File: config.mk
export PLATFORM = sky130hd
export DESIGN_NAME = vmc_ctrl
export DESIGN_NICKNAME = d
export VERILOG_FILES = /design/src/design/vmc_pkg.sv /design/src/design/vmc_ctrl.sv
export SDC_FILE = /design/constraint.sdc
export NUM_CORES = 1
export LEC_CHECK = 0
export ABC_AREA = 0
export BUFFER_PORTS_ARGS = -buffer_cell sky130_fd_sc_hd__buf_2
export CORE_MARGIN = 10
export CORE_UTILIZATION = 50
export CTS_CLUSTER_DIAMETER = 30
export DETAILED_ROUTE_END_ITERATION = 6
export PLACE_DENSITY = 0.76
export REMOVE_ABC_BUFFERS = 1
export SLEW_MARGIN = 25
export SYNTH_ARGS = -nofsm -noshare
export SYNTH_HDL_FRONTEND = slang
export SYNTH_SLANG_ARGS = --single-unit
File: constraint.sdc
create_clock -name clk -period 4.5 [get_ports clk]
set_input_delay 0.45 -clock clk [delete_from_list [all_inputs] [get_ports clk]]
set_output_delay 0.45 -clock clk [all_outputs]
set_load 0.1 [all_outputs]
File: src/design/vmc_pkg.sv
// Package for the vertical median cleaner: word types, pipeline structs,
// register indexes, reset values and result kinds.
// No dependencies; every other design file but vmc_ram refers to it by scoped names.
`default_nettype none

package vmc_pkg;

  // Widths fixed by the word formats.
  localparam int PIX_W  = 16;
  localparam int CFG_IW = 2;
  localparam int CFG_DW = 16;
  localparam int NSLOTS = 4;

  // Configuration register indexes.
  localparam logic [CFG_IW-1:0] REG_FILTER_MODE  = 2'd0;
  localparam logic [CFG_IW-1:0] REG_FRAME_WIDTH  = 2'd1;
  localparam logic [CFG_IW-1:0] REG_FRAME_HEIGHT = 2'd2;
  localparam logic [CFG_IW-1:0] REG_SAMPLE_BITS  = 2'd3;

  // Reset values of the configuration registers.
  localparam logic [1:0]  RST_FILTER_MODE  = 2'd1;
  localparam logic [12:0] RST_FRAME_WIDTH  = 13'd1920;
  localparam logic [15:0] RST_FRAME_HEIGHT = 16'd1080;
  localparam logic [4:0]  RST_SAMPLE_BITS  = 5'd8;

  // Filter mode codes.
  localparam logic [1:0] MODE_PASS   = 2'd0;
  localparam logic [1:0] MODE_MEDIAN = 2'd1;
  localparam logic [1:0] MODE_RELAX  = 2'd2;

  // Input word action codes.
  localparam logic ACT_PIXEL = 1'b0;
  localparam logic ACT_DRAIN = 1'b1;

  // How the result of a word is formed.
  localparam logic [1:0] KIND_PASS   = 2'd0; // incoming pixel as it is
  localparam logic [1:0] KIND_CENTRE = 2'd1; // stored centre row (borders, drain)
  localparam logic [1:0] KIND_MED    = 2'd2; // three-row median
  localparam logic [1:0] KIND_RELAX  = 2'd3; // relaxed five-row median

  typedef struct packed {
    logic             action;
    logic [PIX_W-1:0] pixel_in;
  } in_word_t;

  typedef struct packed {
    logic [PIX_W-1:0] pixel_out;
    logic             frame_done;
  } out_word_t;

  // What travels with a word from the line store read to the result.
  typedef struct packed {
    logic [1:0]       kind;
    logic [1:0]       base;  // line store slot of the centre row
    logic [PIX_W-1:0] pix;
    logic             done;
  } stage_t;

  // Decision taken for a word as it is accepted.
  typedef struct packed {
    logic       res_valid;
    logic       wr_en;
    logic [1:0] wr_slot;
    stage_t     stage;
  } item_t;

endpackage

`default_nettype wire

File: src/design/vmc_ctrl.sv
// Frame sequencer: configuration registers, column, row and drain counters,
// and the per-word decision of which line store rows feed the result.
// Depends on vmc_pkg.
`default_nettype none

module vmc_ctrl #(
  parameter int MAX_WIDTH = 4096
) (
  input  wire logic                         clk,
  input  wire logic                         rst_n,
  input  wire logic                         cfg_we,
  input  wire logic [vmc_pkg::CFG_IW-1:0]   cfg_index,
  input  wire logic [vmc_pkg::CFG_DW-1:0]   cfg_wdata,
  input  wire logic                         accept,
  input  wire vmc_pkg::in_word_t            in_word,
  output      vmc_pkg::item_t               item,
  output      logic [$clog2(MAX_WIDTH)-1:0] col,
  output      logic [vmc_pkg::PIX_W-1:0]    peak
);

  localparam int AW = $clog2(MAX_WIDTH);

  logic [1:0]    filter_mode_r;
  logic [12:0]   frame_width_r;
  logic [15:0]   frame_height_r;
  logic [4:0]    sample_bits_r;
  logic [AW-1:0] col_r, col_nxt;
  logic [15:0]   row_r, row_nxt;
  logic [1:0]    drain_r, drain_nxt;

  logic [13:0]   w_eff;
  logic [15:0]   h_eff;
  logic [1:0]    delay;
  logic [4:0]    bits_sat;
  logic [16:0]   peak_wide;
  logic [13:0]   col_inc;
  logic          col_wrap;
  logic [15:0]   row_inc;
  logic [1:0]    drain_inc;
  logic [1:0]    row_slot;

  // Effective frame geometry and row delay.
  always_comb begin
    if (frame_width_r == 13'd0) begin
      w_eff = 14'd1;
    end else if ({1'b0, frame_width_r} > 14'(MAX_WIDTH)) begin
      w_eff = 14'(MAX_WIDTH);
    end else begin
      w_eff = {1'b0, frame_width_r};
    end
    h_eff = (frame_height_r == 16'd0) ? 16'd1 : frame_height_r;
    if (filter_mode_r == vmc_pkg::MODE_MEDIAN && h_eff >= 16'd3) begin
      delay = 2'd1;
    end else if (filter_mode_r == vmc_pkg::MODE_RELAX && h_eff >= 16'd5) begin
      delay = 2'd2;
    end else begin
      delay = 2'd0;
    end
  end

  // Saturation peak for the relaxed median.
  always_comb begin
    if (sample_bits_r < 5'd8) begin
      bits_sat = 5'd8;
    end else if (sample_bits_r > 5'd16) begin
      bits_sat = 5'd16;
    end else begin
      bits_sat = sample_bits_r;
    end
    peak_wide = (17'd1 << bits_sat) - 17'd1;
  end

  assign peak = peak_wide[15:0];
  assign col  = col_r;

  assign col_inc   = 14'(col_r) + 14'd1;
  assign col_wrap  = (col_inc >= w_eff);
  assign row_inc   = row_r + 16'd1;
  assign drain_inc = drain_r + 2'd1;
  assign row_slot  = row_r[1:0];

  // Per-word decision and counter update.
  always_comb begin
    item           = '0;
    item.stage.pix = in_word.pixel_in;
    col_nxt        = col_r;
    row_nxt        = row_r;
    drain_nxt      = drain_r;
    if (cfg_we) begin
      col_nxt   = '0;
      row_nxt   = '0;
      drain_nxt = '0;
    end else if (accept) begin
      if (in_word.action == vmc_pkg::ACT_DRAIN) begin
        // Flush one pending pixel of the last rows.
        if (delay != 2'd0 && row_r >= h_eff) begin
          item.res_valid  = 1'b1;
          item.stage.kind = vmc_pkg::KIND_CENTRE;
          item.stage.base = h_eff[1:0] - delay + drain_r;
          col_nxt         = col_inc[AW-1:0];
          if (col_wrap) begin
            col_nxt   = '0;
            drain_nxt = drain_inc;
            if (drain_inc >= delay) begin
              item.stage.done = 1'b1;
              row_nxt         = '0;
              drain_nxt       = '0;
            end
          end
        end
      end else if (row_r < h_eff) begin
        // New pixel: store it and decide the result it releases.
        item.wr_en   = 1'b1;
        item.wr_slot = row_slot;
        case (delay)
          2'd0: begin
            item.res_valid  = 1'b1;
            item.stage.kind = vmc_pkg::KIND_PASS;
          end
          2'd1: begin
            if (row_r >= 16'd1) begin
              item.res_valid  = 1'b1;
              item.stage.base = row_slot - 2'd1;
              item.stage.kind = (row_r == 16'd1) ? vmc_pkg::KIND_CENTRE
                                                 : vmc_pkg::KIND_MED;
            end
          end
          2'd2: begin
            if (row_r >= 16'd2) begin
              item.res_valid  = 1'b1;
              item.stage.base = row_slot - 2'd2;
              item.stage.kind = (row_r < 16'd4) ? vmc_pkg::KIND_CENTRE
                                                : vmc_pkg::KIND_RELAX;
            end
          end
          default: begin
            item.res_valid = 1'b0;
          end
        endcase
        col_nxt = col_inc[AW-1:0];
        if (col_wrap) begin
          col_nxt = '0;
          row_nxt = row_inc;
          if (row_inc >= h_eff && delay == 2'd0) begin
            item.stage.done = 1'b1;
            row_nxt         = '0;
            drain_nxt       = '0;
          end
        end
      end
    end
  end

  // Configuration registers and counters.
  always_ff @(posedge clk) begin
    if (!rst_n) begin
      filter_mode_r  <= vmc_pkg::RST_FILTER_MODE;
      frame_width_r  <= vmc_pkg::RST_FRAME_WIDTH;
      frame_height_r <= vmc_pkg::RST_FRAME_HEIGHT;
      sample_bits_r  <= vmc_pkg::RST_SAMPLE_BITS;
      col_r          <= '0;
      row_r          <= '0;
      drain_r        <= '0;
    end else begin
      if (cfg_we) begin
        case (cfg_index)
          vmc_pkg::REG_FILTER_MODE:  filter_mode_r  <= cfg_wdata[1:0];
          vmc_pkg::REG_FRAME_WIDTH:  frame_width_r  <= cfg_wdata[12:0];
          vmc_pkg::REG_FRAME_HEIGHT: frame_height_r <= cfg_wdata[15:0];
          vmc_pkg::REG_SAMPLE_BITS:  sample_bits_r  <= cfg_wdata[4:0];
          default:                   filter_mode_r  <= filter_mode_r;
        endcase
      end
      col_r   <= col_nxt;
      row_r   <= row_nxt;
      drain_r <= drain_nxt;
    end
  end

endmodule

`default_nettype wire

==> run_results.csv <==
group,metric,value,unit
global_route,grt_max_degree,39,
drt,wl_per_cell,17.6,µm
drt,num_vias,4793,
drt,drc_errors,0,
clocking,cts_sinks,66,
drt,wl,14100,µm
clocking,clock-root-buffer,"clkbuf_8",
finish,fin_nets,759,
pwr,p_seq_frac,0.444,
finish,utilization,0.558,
synthesis,synth_flop_cell,"dfxtp_1",
synthesis,synthCells,646,
drt,drt_iter0_drc,532,
finish,final_cells,803,
floorplanning,dieArea,14600,µm²
setup_path,endpoint_kind,"primary output",
setup_path,cp.arrival,3.83,ns
synthesis,synth-edff-count,0,
floorplanning,core_area,9820,µm²
synthesis,ys_seq_area_frac,0.260,
finish,antenna_cells,0,
clocking,htree_levels,3,
pwr,p_leak,2.38,nW
finish,syn2layout_area_growth,7.70,%
drt,viasPerCell,5.97,
synthesis,yosys.cell_types.count,66,
placed_design,portBuffers,51,
sta,slew_headroom,0.460,
global_route,grt_usage,0.186,
clocking,numCtsBuffers,9,
pwr,combPwrFrac,0.162,
sta,period_needed,4.28,ns
setup_path,crit_type,"reg2out",
placed_design,dp.cells,787,
finish,mostFrequentLayoutCells,"98 x nand2_1, 65 x dfxtp_1, 55 x ha_1",
placed_design,hpwl,10600,µm
sta,period_share,0.951,
global_route,first_global_vias,4574,
finish,final_common_cell,"nand2_1",
worst_hold_path,hold_class,"in2reg",
floorplanning,die_w,121,µm
sta,finClkSkew,0.0143,ns
drt,firstDrtPassIters,5,
clocking,clockBufferDepth,2,
clocking,path_clk_slew,0.09,ns
global_route,grt_antenna_before_repair,0,
sta,drv_slew,0,
sta,tns,0,ns
synthesis,yosysWarnings,0,
synthesis,syn_area_per_cell,7.87,µm²
global_route,grt-ovfl-total,0,
pwr,p_sw,0.000454,W
global_route,grt_first_pass_wirelength,22700,µm
floorplanning,fp.dieH,121,µm
synthesis,async_flop_share,0,
setup_path,cp-start-kind,"flop",
floorplanning,start_util,0.518,
floorplanning,row_count,36,
clocking,cts_tree,"built",
placed_design,dpl_cell_area,5260,µm²
finish,drive_gt1_frac,0.145,
setup_path,cp_max_fo,9,
synthesis,ys_ff_latch,66,
clocking,ctsHoldBuffers,0,
pwr,p_per_area,250,nW/µm²
sta,setup_viol,0,
pwr,clkPwrFrac,0.394,
floorplanning,io_pins,92,
sta,hold_ws,0.335,ns
finish,design_area,5480,µm²
sta,fmax,0.234,GHz
sta,tightest_slew,0.804,ns
pwr,netSwitchingFraction,0.331,
sta,timing.final.hold_violations,0,
drt,ant_nets,0,
pwr,peakVddDrop,171,µV
clocking,clk_latency,0.36,ns
flow_run,maxCapViolations,0,
pwr,internal_power,0.000916,W
run_status,status,"complete, no violations",
synthesis,synth_area,5090,µm²
placed_design,finalWeightedCongestion,0.931,
setup_path,required,4.05,ns
==> final timing paths <==
check / start / end / depth (start not counted) / slack [ns]
worst max-delay path: row_r[0] / item[0] / 15 / 0.22
worst min-delay path: cfg_wdata[9] / frame_width_r[9] / 3 / 0.33
worst max register to register: col[0] / row_r[6] / 14 / 0.55
worst min register to register: frame_height_r[8] / frame_height_r[8] / 2 / 0.48
==> area by class of cell <==
| class | count | area, µm² |
|---|---|---|
| Sequential cell | 66 | 1320 |
| Fill cell | 943 | 4340 |
| Clock inverter | 7 | 82.6 |
| Clock buffer | 9 | 124 |
| Timing Repair Buffer | 60 | 325 |
| Inverter | 31 | 116 |
| Tap cell | 133 | 166 |
| Multi-Input combinational cell | 497 | 3340 |
==> power groups by stage <==
stage                     registers [W]  logic [W]  clock network [W]
after CTS                      0.000608   0.000219           0.000543
after floorplan                0.000622   0.000156                  0
final                          0.000608   0.000222           0.000540
after global placement         0.000621   0.000214                  0
after detailed placement       0.000622   0.000218                  0
after global routing           0.000610   0.000238           0.000566
==> per-layer routing <==
layer  track usage  share of wire  wire, µm  up-vias
met3        0.0503          0.080      1130       32
met4        0.0732          0.023       319        0
li1              -              -         -     2310
met5             0              0         0        -
met2         0.290           0.44      6220      189
met1         0.238           0.46      6420     2262
==> flip-flops by register name, indices dropped and copies added, names as in the netlist <==
| name | flops |
|---|---|
| frame_height_r | 16 |
| filter_mode_r | 2 |
| drain_r | 2 |
| frame_width_r | 13 |
| col | 12 |
| row_r | 16 |
| sample_bits_r | 5 |
==> repair_timing <==
action                                  in CTS  in global routing
endpoints found under the setup margin       1                  1
setup buffers                                0                  0
gates resized for setup                      1                  3
==> metrics by stage <==
| step | worst slack, ns | power, W |
|---|---|---|
| floorplan | -0.559 | 0.000778 |
| global placement | 0.429 | 0.000835 |
| detailed placement | 0.340 | 0.000840 |
| CTS | 0.0835 | 0.00137 |
| global route | -0.00456 | 0.00141 |
| finish | 0.221 | 0.00137 |
==> critical path: stages (launching register included) <==
cell and delay, ns:
dfxtp_2 0.42, ha_1 0.25, nand3_1 0.20, nor3_4 0.34
and2_1 0.20, nand3_1 0.09, xnor2_1 0.22, ha_1 0.28
nand4_1 0.15, nor3_1 0.07, or3_1 0.35, a211o_1 0.33
nand2_1 0.08, nor2_1 0.04, o21a_1 0.19, clkbuf_4 0.27
==> synth_stat cells, drive strengths merged, types with 14 or more instances <==
master | count | area share
a21boi | 21 | 0.031
a21oi | 31 | 0.032
a32o | 14 | 0.028
buf | 32 | 0.048
clkbuf | 25 | 0.018
dfxtp | 66 | 0.26
ha | 55 | 0.14
inv | 31 | 0.023
nand2 | 99 | 0.074
nand3 | 31 | 0.031
nand4 | 18 | 0.022
nor2 | 33 | 0.026
nor3 | 20 | 0.020
o21ai | 28 | 0.028
xnor2 | 22 | 0.038
==> cell families (layout without fill, tap and decap cells) <==
kind of cell	after synthesis	count (layout)	share of synthesized area
simple gates	257	257	0.247
compound gates	142	142	0.202
buf+inv	88	107	0.0898
flops	66	66	0.260
fa+ha+maj	55	55	0.135
xor+xnor	30	30	0.0517
mux	7	7	0.0140
other cells	1	6	0.000737
Power figures use the tool's default switching activity.
