File: src/design/vmc_pkg.sv
// Package for the vertical median cleaner: word types, pipeline structs,
// register indexes, reset values and result kinds.
// No dependencies; every other design file but vmc_ram refers to it by scoped names.
`default_nettype none

package vmc_pkg;

  // Widths fixed by the word formats.
  localparam int PIX_W  = 16;
  localparam int CFG_IW = 2;
  localparam int CFG_DW = 16;
  localparam int NSLOTS = 4;

  // Configuration register indexes.
  localparam logic [CFG_IW-1:0] REG_FILTER_MODE  = 2'd0;
  localparam logic [CFG_IW-1:0] REG_FRAME_WIDTH  = 2'd1;
  localparam logic [CFG_IW-1:0] REG_FRAME_HEIGHT = 2'd2;
  localparam logic [CFG_IW-1:0] REG_SAMPLE_BITS  = 2'd3;

  // Reset values of the configuration registers.
  localparam logic [1:0]  RST_FILTER_MODE  = 2'd1;
  localparam logic [12:0] RST_FRAME_WIDTH  = 13'd1920;
  localparam logic [15:0] RST_FRAME_HEIGHT = 16'd1080;
  localparam logic [4:0]  RST_SAMPLE_BITS  = 5'd8;

  // Filter mode codes.
  localparam logic [1:0] MODE_PASS   = 2'd0;
  localparam logic [1:0] MODE_MEDIAN = 2'd1;
  localparam logic [1:0] MODE_RELAX  = 2'd2;

  // Input word action codes.
  localparam logic ACT_PIXEL = 1'b0;
  localparam logic ACT_DRAIN = 1'b1;

  // How the result of a word is formed.
  localparam logic [1:0] KIND_PASS   = 2'd0; // incoming pixel as it is
  localparam logic [1:0] KIND_CENTRE = 2'd1; // stored centre row (borders, drain)
  localparam logic [1:0] KIND_MED    = 2'd2; // three-row median
  localparam logic [1:0] KIND_RELAX  = 2'd3; // relaxed five-row median

  typedef struct packed {
    logic             action;
    logic [PIX_W-1:0] pixel_in;
  } in_word_t;

  typedef struct packed {
    logic [PIX_W-1:0] pixel_out;
    logic             frame_done;
  } out_word_t;

  // What travels with a word from the line store read to the result.
  typedef struct packed {
    logic [1:0]       kind;
    logic [1:0]       base;  // line store slot of the centre row
    logic [PIX_W-1:0] pix;
    logic             done;
  } stage_t;

  // Decision taken for a word as it is accepted.
  typedef struct packed {
    logic       res_valid;
    logic       wr_en;
    logic [1:0] wr_slot;
    stage_t     stage;
  } item_t;

endpackage

`default_nettype wire

File: src/design/vmc_filter.sv
// Result datapath: picks the column samples out of the four line store
// slots and forms the pass, centre, three-row median or relaxed median.
// Depends on vmc_pkg.
`default_nettype none

module vmc_filter (
  input  wire vmc_pkg::stage_t                   stage,
  input  wire logic [3:0][vmc_pkg::PIX_W-1:0]    rows,
  input  wire logic [vmc_pkg::PIX_W-1:0]         peak,
  output      logic [vmc_pkg::PIX_W-1:0]         pix_out
);

  typedef logic signed [17:0] sval_t;

  logic [vmc_pkg::PIX_W-1:0] c, prv1, prv2, nxt1, dn;
  logic [vmc_pkg::PIX_W-1:0] med_lo, med_hi, med;
  sval_t pk, p2, p1, cs, n1, n2;
  sval_t up_a, up_b, up_v, lo_a, lo_b, lo_v, rel;

  function automatic sval_t lim(input sval_t v, input sval_t lo, input sval_t hi);
    sval_t r;
    r = v;
    if (v < lo) begin
      r = lo;
    end else if (v > hi) begin
      r = hi;
    end
    return r;
  endfunction

  function automatic sval_t smin(input sval_t a, input sval_t b);
    return (a < b) ? a : b;
  endfunction

  function automatic sval_t smax(input sval_t a, input sval_t b);
    return (a > b) ? a : b;
  endfunction

  // Rows around the centre slot of this column.
  assign c    = rows[stage.base];
  assign prv1 = rows[2'(stage.base - 2'd1)];
  assign prv2 = rows[2'(stage.base - 2'd2)];
  assign nxt1 = rows[2'(stage.base + 2'd1)];
  assign dn   = stage.pix;

  // Three-row median: clamp the centre between the outer pair.
  always_comb begin
    med_lo = (prv1 < dn) ? prv1 : dn;
    med_hi = (prv1 > dn) ? prv1 : dn;
    med    = (c > med_lo) ? c : med_lo;
    med    = (med < med_hi) ? med : med_hi;
  end

  // Relaxed median with ramp extrapolation saturated to zero and the peak.
  always_comb begin
    pk   = sval_t'({2'b00, peak});
    p2   = sval_t'({2'b00, prv2});
    p1   = sval_t'({2'b00, prv1});
    cs   = sval_t'({2'b00, c});
    n1   = sval_t'({2'b00, nxt1});
    n2   = sval_t'({2'b00, dn});
    up_a = lim(lim(p1 - p2, 18'sd0, pk) + p1, 18'sd0, pk);
    up_b = lim(lim(n1 - n2, 18'sd0, pk) + n1, 18'sd0, pk);
    up_v = smax(smax(smin(up_a, up_b), p1), n1);
    lo_a = lim(p1 - lim(p2 - p1, 18'sd0, pk), 18'sd0, pk);
    lo_b = lim(n1 - lim(n2 - n1, 18'sd0, pk), 18'sd0, pk);
    lo_v = smin(smin(p1, n1), smax(lo_a, lo_b));
    rel  = lim(cs, lo_v, up_v);
  end

  // Result selection.
  always_comb begin
    case (stage.kind)
      vmc_pkg::KIND_PASS:   pix_out = dn;
      vmc_pkg::KIND_CENTRE: pix_out = c;
      vmc_pkg::KIND_MED:    pix_out = med;
      vmc_pkg::KIND_RELAX:  pix_out = rel[15:0];
      default:              pix_out = dn;
    endcase
  end

endmodule

`default_nettype wire
File: config.mk
export PLATFORM = sky130hd
export DESIGN_NAME = vmc_filter
export DESIGN_NICKNAME = d
export VERILOG_FILES = /design/src/design/vmc_pkg.sv /design/src/design/vmc_filter.sv
export SDC_FILE = /design/constraint.sdc
export NUM_CORES = 1
export LEC_CHECK = 0
export BUFFER_PORTS_ARGS = -buffer_cell sky130_fd_sc_hd__buf_2
export CAP_MARGIN = 20
export CORE_ASPECT_RATIO = 0.9
export CORE_MARGIN = 4
export CORE_UTILIZATION = 47
export DETAILED_ROUTE_END_ITERATION = 12
export SETUP_SLACK_MARGIN = 0.3
export SYNTH_ARGS = -nofsm -noshare
export SYNTH_HDL_FRONTEND = slang
export SYNTH_SLANG_ARGS = --single-unit
File: constraint.sdc
create_clock -name vclk -period 53.1
set_input_delay 7.965 -clock vclk [all_inputs]
set_output_delay 7.965 -clock vclk [all_outputs]
set_load 0.02 [all_outputs]
==> results of run 1 <==
## area by class of cell
type | instances | area (sq um) | area share [%]
Multi-Input combinational cell | 2381 | 18150 | 88.22
Timing Repair Buffer | 185 | 1106 | 5.375
Tap cell | 532 | 665.6 | 3.235
Inverter | 174 | 653.1 | 3.174
## logic make-up (layout without fill, tap and decap cells)
family / Yosys count / count (layout)
mux: 252 / 252
buf+inv: 274 / 359
compound gates: 792 / 792
simple gates: 811 / 811
other cells: 2 / 4
fa+ha+maj: 436 / 436
xor+xnor: 86 / 86
## placed cells by master, fill, tap and decap left out, drive strengths merged, types with 35 or more instances in the layout
cell,count
ha,428
nor2,214
a21oi,214
nand2,208
mux2i,196
buf,185
inv,174
o21ai,161
a21o,73
nand4,65
or2,59
xnor2,58
nand3,58
o21a,58
mux2,56
nor3,50
o211ai,45
a211oi,43
nand2b,35
## routing by layer
| metal | vias to the layer above | wire (microns) | share of wire (%) |
|---|---|---|---|
| met3 | 193 | 7336 | 8.9 |
| met5 | - | 0 | 0 |
| met1 | 10040 | 37300 | 45 |
| li1 | 10080 | - | - |
| met2 | 1020 | 33840 | 41 |
| met4 | 0 | 4249 | 5.1 |
## cell usage after synthesis (18+ instances only)
cell type | count | share of area (%)
a21boi_0 | 18 | 0.71
and3_1 | 20 | 0.65
o21a_1 | 58 | 2.3
o211ai_1 | 45 | 1.8
clkbuf_1 | 70 | 1.4
nand2b_1 | 35 | 1.1
xor2_1 | 28 | 1.3
nor2b_1 | 31 | 1.0
o21ai_0 | 153 | 4.0
nand3_1 | 58 | 1.5
a21oi_1 | 213 | 5.6
ha_1 | 428 | 28
a31oi_1 | 21 | 0.69
a211oi_1 | 41 | 1.6
xnor2_1 | 58 | 2.7
inv_1 | 174 | 3.4
nor2_1 | 214 | 4.2
mux2_2 | 55 | 3.2
mux2i_1 | 196 | 10
or2_2 | 58 | 1.9
nor3_1 | 50 | 1.3
nand2_1 | 208 | 4.1
a21o_1 | 73 | 2.9
nand4_1 | 65 | 2.1
## metrics by stage
step | cell area [sq um] | util [%] | hold WS, ns | setup WS [ns] | instances
after floorplan | 19160 | - | 16.26 | 18.04 | 2655
after global placement | 20560 | 51.55 | 16.57 | 17.13 | 3271
after detailed placement | 20560 | 51.55 | 16.59 | 16.94 | 3271
after CTS | 20560 | 51.55 | 16.59 | 16.88 | 3271
after global routing | 20580 | 51.59 | 16.65 | 15.00 | 3272
final | 20580 | 51.59 | 16.62 | 16.34 | 3272
## worst max-delay path by stage
stage / endpoint / slack, ns / cells past startpoint / from
after global routing: pix_out[13] / 15.00 / 71 / stage[18]
after detailed placement: pix_out[13] / 16.94 / 71 / stage[17]
after CTS: pix_out[13] / 16.88 / 71 / stage[17]
after floorplan: pix_out[14] / 18.04 / 88 / stage[18]
final: pix_out[13] / 16.34 / 70 / stage[17]
after global placement: pix_out[13] / 17.13 / 70 / stage[17]
## critical path: cells and delay by family
| kind | cells | cell delay (ns) |
|---|---|---|
| muxes | 2 | 0.66 |
| xor gates and xnor gates | 2 | 0.53 |
| buffers and inverters | 7 | 2.01 |
| adders and majority gates | 8 | 2.78 |
| AOI/OAI and AO/OA | 39 | 11.13 |
| and+or+nand+nor | 12 | 3.68 |
==> impl_metrics.ini, run 1 <==
[timing]
fin_crit_sh_pct = 69.23
finalMaxSlewViolations = 0
max_freq_mhz = 27.20
timing.setup.tns_ns = 0
setup_viol = 0
tightest_slew_ns = 1.110
period_minus_slack_ns = 36.76
hold_violations = 0
max_slew_margin_pct = 25.09
rsz0062_at_grt = no

[setup_path]
crit_arrival_ns = 28.79
worst_ep_required_time_ns = 45.14
slowest_delay_ns = 0.99
cpMostUsedCell = ha_1
slowest_stage = o311ai_0
cp-start-kind = primary input
cp_max_fo = 61
cp-end-kind = output pin
crit_type = primary input to output pin

[synthesis]
synth-simple-area-share_pct = 20.60
syn_inst = 2653
muxShareOfSynthArea_pct = 13.56
synth_top_family_by_area = adder cells
synth_cell_types = 90
avgSynthCellArea_sq_um = 7.219
ys_seq_area_share_pct = 0
yosysWarnings = 0
synthAdderAreaFrac_pct = 28.80
synth_compound_area_share_pct = 27.53
synth-xor-area-share_pct = 3.933
synth_area_sq_um = 19150

[die]
die_w_microns = 220.8
rows = 69
die-area_sq_um = 44050
start_util_pct = 48.02
die_y_microns = 199.5
core_sq_um = 39890
io_pins = 117

[clock_tree]
postCtsSetupBuffers = 0
cts_resized = 0
ctsHoldBuffers = 0

[drt]
avgViaCountPerCell = 6.519
drc_errors = 0
vias = 21330
drtIter0Drc = 2186
first_pass_iters = 6
wl_per_cell_microns = 25.28
routed_wl_mm = 82.73
ant_nets = 0

[min_path]
min_to = pix_out[3]
hold_depth = 6
holdCritStartpoint = stage[4]
hold_path.class = primary input to output pin

[global_route]
grt_pass1_wl_mm = 121.8
first_global_vias = 19800
met1_usage_pct = 51.83
antenna_found_initial = 0
use_met3_pct = 4.288
grt_usage_pct = 36.11
grt_overflow = 0
busiest_layer = met2
grtUsageMet2_pct = 54.99
grt_max_degree = 71

[finish]
area_growth_pct = 7.441
nets = 3279
final-seq-area_sq_um = 0
nFlopsAndLatches = 0
layout-drive-gt1-share_pct = 12.12
nClkBuffers = 0
diodes = 0
fillers = 4064

[status]
status = complete, no violations

[place]
place.gp.congestion = 0.9881
hpwlAfterDp_mm = 67.33
portBuffers = 116

[flow_run]
maxCapViolCount = 0
Power of run 1 is left out: the tool's default activity adds up to more than one toggle a clock period on the data nets, which glitch-free logic cannot reach.
==> run 2: changes to the inputs <==
Settings changed: ABC_AREA set to 1.
Clock period 53.1 ns to 36.7 ns, I/O delays scaled along.
==> run 2 against run 1 <==
  * Sequential cell count did not move
  * Die area fell by 1.3%
  * Design area fell by 2.2%
  * Synthesized cell count rose by 25%
  * Non-clock buffer count fell by 14
  * Sequential share of layout area did not move
  * Core utilization fell by 0.78 points
  * Critical path type unchanged
  * Critical endpoint is now pix_out[5]
==> impl_metrics.ini, run 2 <==
[min_path]
holdCritStartpoint = stage[11]
hold_depth = 4
hold_path.class = primary input to output pin
min_to = pix_out[10]

[die]
rows = 69
die_w_microns = 219.4
die_y_microns = 198.2
start_util_pct = 47.69
die-area_sq_um = 43480
io_pins = 117
core_sq_um = 39630

[finish]
final_cell_mix = nand2_1, inv_1, ha_1, o21ai_0, a21oi_1
area_growth_pct = 6.542
nFlopsAndLatches = 0
final_cell_area_sq_um = 20130
nets = 3912
diodes = 0
layout-drive-gt1-share_pct = 5.574
nClkBuffers = 0
final_common_cell = nand2_1
fillers = 4281
final-seq-area_sq_um = 0

[setup_path]
slowest_delay_ns = 0.76
cp-end-kind = output pin
crit_type = primary input to output pin
slowest_stage = buf_4
crit_arrival_ns = 24.69
cpMostUsedCell = nand2_1
cp-start-kind = primary input
cp_max_fo = 129
worst_ep_required_time_ns = 31.19

[drt]
vias = 22740
avgViaCountPerCell = 5.823
wl_per_cell_microns = 20.41
drtIter0Drc = 2012
routed_wl_mm = 79.69
drc_errors = 0
ant_nets = 0
first_pass_iters = 7

[place]
hpwlAfterDp_mm = 66.30
portBuffers = 116
place.gp.congestion = 1.006
dpl_cell_area_sq_um = 20100

[synthesis]
synthTopCellsByArea = ha_1, nand2_1, o21ai_0
ys_seq_area_share_pct = 0
synth_top_family_by_area = simple AND/OR/NAND/NOR gates
synthAdderAreaFrac_pct = 29.19
synth_common_cells = nand2_1, inv_1, ha_1, o21ai_0, a21oi_1
yosys.area.top_type = ha_1
avgSynthCellArea_sq_um = 5.704
synth-xor-area-share_pct = 4.953
syn_inst = 3313
synth_cell_types = 46
synth.top_cell.area_share_pct = 28.34
muxShareOfSynthArea_pct = 0
synth_compound_area_share_pct = 24.43
yosysMostFrequentCell = nand2_1
synth_area_sq_um = 18900
yosysWarnings = 0
synth-simple-area-share_pct = 30.05

[status]
status = complete, no violations

[timing]
period_minus_slack_ns = 30.20
rsz0062_at_grt = no
setup_viol = 0
tightest_slew_ns = 1.055
hold_violations = 0
max_slew_margin_pct = 28.91
max_freq_mhz = 33.12
timing.setup.tns_ns = 0
fin_crit_sh_pct = 82.28
finalMaxSlewViolations = 0

[global_route]
grt_pass1_wl_mm = 118.8
grt_usage_pct = 35.20
grt_max_degree = 130
first_global_vias = 20920
grt_overflow = 0
antenna_found_initial = 1

[clock_tree]
postCtsSetupBuffers = 0
ctsHoldBuffers = 0
cts_resized = 0

[flow_run]
maxCapViolCount = 0
[run 2: how the worst max path moves through the flow]
| stage | startpoint | to | slack (ns) | depth (start not counted) |
|---|---|---|---|---|
| CTS | stage[17] | pix_out[5] | 6.33 | 93 |
| global placement | stage[17] | pix_out[14] | 6.60 | 95 |
| floorplan | stage[17] | pix_out[10] | 11.48 | 102 |
| finish | stage[17] | pix_out[5] | 6.50 | 95 |
| detailed placement | stage[17] | pix_out[5] | 6.40 | 90 |
| global route | stage[17] | pix_out[5] | 4.45 | 93 |
[run 2: per-layer routing]
metal | up-vias | track usage [%] | routed length (microns)
met4 | 2 | 14.21 | 3978
met5 | - | 0 | 7
met2 | 943 | 56.92 | 34170
li1 | 11240 | - | -
met1 | 10380 | 47.24 | 33940
met3 | 172 | 4.803 | 7594
[run 2: per-stage QoR]
step	setup slack (ns)	utilization (%)	cells	hold slack [ns]
after floorplan	11.48	-	3315	11.19
after global placement	6.604	50.72	3902	11.45
after detailed placement	6.397	50.72	3902	11.45
after CTS	6.333	50.72	3902	11.46
after global routing	4.453	50.81	3905	11.49
final	6.504	50.81	3905	11.46
[run 2: cells by family (layout without fill, tap and decap cells)]
logic type | Yosys count | in the layout
other cells | 2 | 4
xor+xnor | 106 | 106
fa+ha+maj | 436 | 436
simple gates | 1369 | 1369
compound gates | 837 | 837
buf+inv | 563 | 621
[run 2: critical path: cells and delay by family]
family | cells | cell delay, ns
xor gates and xnor gates | 3 | 0.57
adders and majority gates | 9 | 2.77
AOI/OAI and AO/OA | 19 | 3.42
and+or+nand+nor | 50 | 8.17
buffers and inverters | 14 | 4.18
[run 2: cell type report]
class	count	area, sq um	area share [%]
multi-input combinational	2752	16770	83.30
inverter	450	1689	8.390
timing repair buffer	171	1007	5.003
tap	532	665.6	3.306
Power of run 2 is left out for the same reason.
==> run 3: changes to the inputs <==
Settings changed: ABC_AREA 1 to 0.
Clock period 36.7 ns to 31.4 ns, I/O delays scaled along.
==> run 3 against run 2 <==
  * Core utilization is 0.92 points higher
  * Critical path depth decreased by 19
  * Sequential cell count did not move
  * Wire length rose by 4.9%
  * Setup slack worse by 5.1 ns
  * Clock-buffer cell count unchanged
  * Global-route usage increased by 1.1 points
  * Sequential share of layout area did not move
==> impl_metrics.ini, run 3 (synthesis results as in run 1) <==
[die]
io_pins = 117
start_util_pct = 48.02
die-area_sq_um = 44050
rows = 69
core_sq_um = 39890
die_y_microns = 199.5
die_w_microns = 220.8

[drt]
avgViaCountPerCell = 6.494
wl_met1_mm = 37.14
wl_per_cell_microns = 25.49
vias = 21300
ant_nets = 0
first_pass_iters = 6
routed_wl_mm = 83.57
dr.max_layer_used = met4
wl_met3_mm = 7.541
drc_errors = 0
drtIter0Drc = 2395
dr_wl_met2_mm = 34.60

[global_route]
grt_usage_pct = 36.30
antenna_found_initial = 0
first_global_vias = 19800
grt_pass1_wl_mm = 121.4
grt_overflow = 0
grt_max_degree = 61

[setup_path]
crit_arrival_ns = 25.26
slowest_delay_ns = 0.73
cp-start-kind = primary input
slowest_stage = o41a_1
critPathLaunch = stage[18]
crit_type = primary input to output pin
cp_max_fo = 26
cp-end-kind = output pin
worst_ep_required_time_ns = 26.69

[timing]
max_slew_margin_pct = 25.90
timing.setup.tns_ns = 0
fin_crit_sh_pct = 95.45
max_freq_mhz = 33.36
period_minus_slack_ns = 29.97
setup_viol = 0
hold_violations = 0
rsz0062_at_grt = no
finalMaxSlewViolations = 0
tightest_slew_ns = 1.107

[place]
hpwlAfterDp_mm = 68.07
place.gp.congestion = 1.014
dpl_cell_area_sq_um = 20600
portBuffers = 116

[finish]
area_growth_pct = 7.735
final_common_cell = ha_1
layout-drive-gt1-share_pct = 12.38
fillers = 4027
nClkBuffers = 0
nets = 3285
nFlopsAndLatches = 0
multi_input_comb_area_sq_um = 18160
final_cell_mix = ha_1, nor2_1, a21oi_1, nand2_1, mux2i_1
final-seq-area_sq_um = 0
final_cell_area_sq_um = 20630

[status]
status = complete, no violations

[min_path]
hold_path.class = primary input to output pin
holdCritStartpoint = stage[6]

[clock_tree]
ctsHoldBuffers = 0

[flow_run]
maxCapViolCount = 0
run 3: changes by cell type in the layout (fill, tap and decap cells not counted), sizes merged, moves of 35 or more:
cell / before / now
nand4: 27 / 65
o21ai: 415 / 161
xor2: 79 / 28
or2: 6 / 59
a21oi: 255 / 214
mux2: 0 / 56
a21o: 12 / 73
mux2i: 0 / 196
nand2b: 0 / 35
nand3: 231 / 58
o21a: 14 / 58
inv: 443 / 174
nand2: 831 / 208
run 3: stage by stage:
step                      utilization (%)  setup slack, ns  cells  hold WS [ns]
after floorplan                         -            2.854   2655         9.745
after global placement              51.65            1.821   3276         10.07
after detailed placement            51.65            1.401   3276         10.05
after CTS                           51.65            1.382   3276         10.06
after global routing                51.73           0.3549   3278         10.12
final                               51.73            1.428   3279         10.06
run 3: cell type report:
cell class                      instances  share of cell area [%]
Antenna cell                            1                 0.01213
Inverter                              174                   3.165
Multi-Input combinational cell       2381                   88.02
Tap cell                              532                   3.226
Timing Repair Buffer                  191                   5.579
run 3: worst paths after layout:
kind / end / cells after the start / slack [ns]
worst max-delay path: pix_out[13] / 76 / 1.43
worst min-delay path: pix_out[5] / 6 / 10.06
run 3: critical path: cells and delay by family:
kind	cells	cell delay [ns]
multiplexers	2	0.42
buffers and inverters	9	2.59
AND/OR/NAND/NOR	10	2.43
adder cells (fa/ha/maj)	8	2.52
XOR/XNOR	1	0.13
AO/OA/AOI/OAI	46	12.43
run 3: repair_timing:
| action | 4_1_cts | 5_1_grt |
|---|---|---|
| setup endpoints to repair | 0 | 14 |
| buffers inserted | 0 | 0 |
| gates resized for setup | 0 | 3 |
run 3: metal layers:
| layer | GRT usage (%) | up-vias |
|---|---|---|
| li1 | - | 10090 |
| met1 | 50.56 | 10030 |
| met2 | 55.78 | 972 |
| met3 | 5.915 | 199 |
| met4 | 14.51 | 0 |
| met5 | 0 | - |
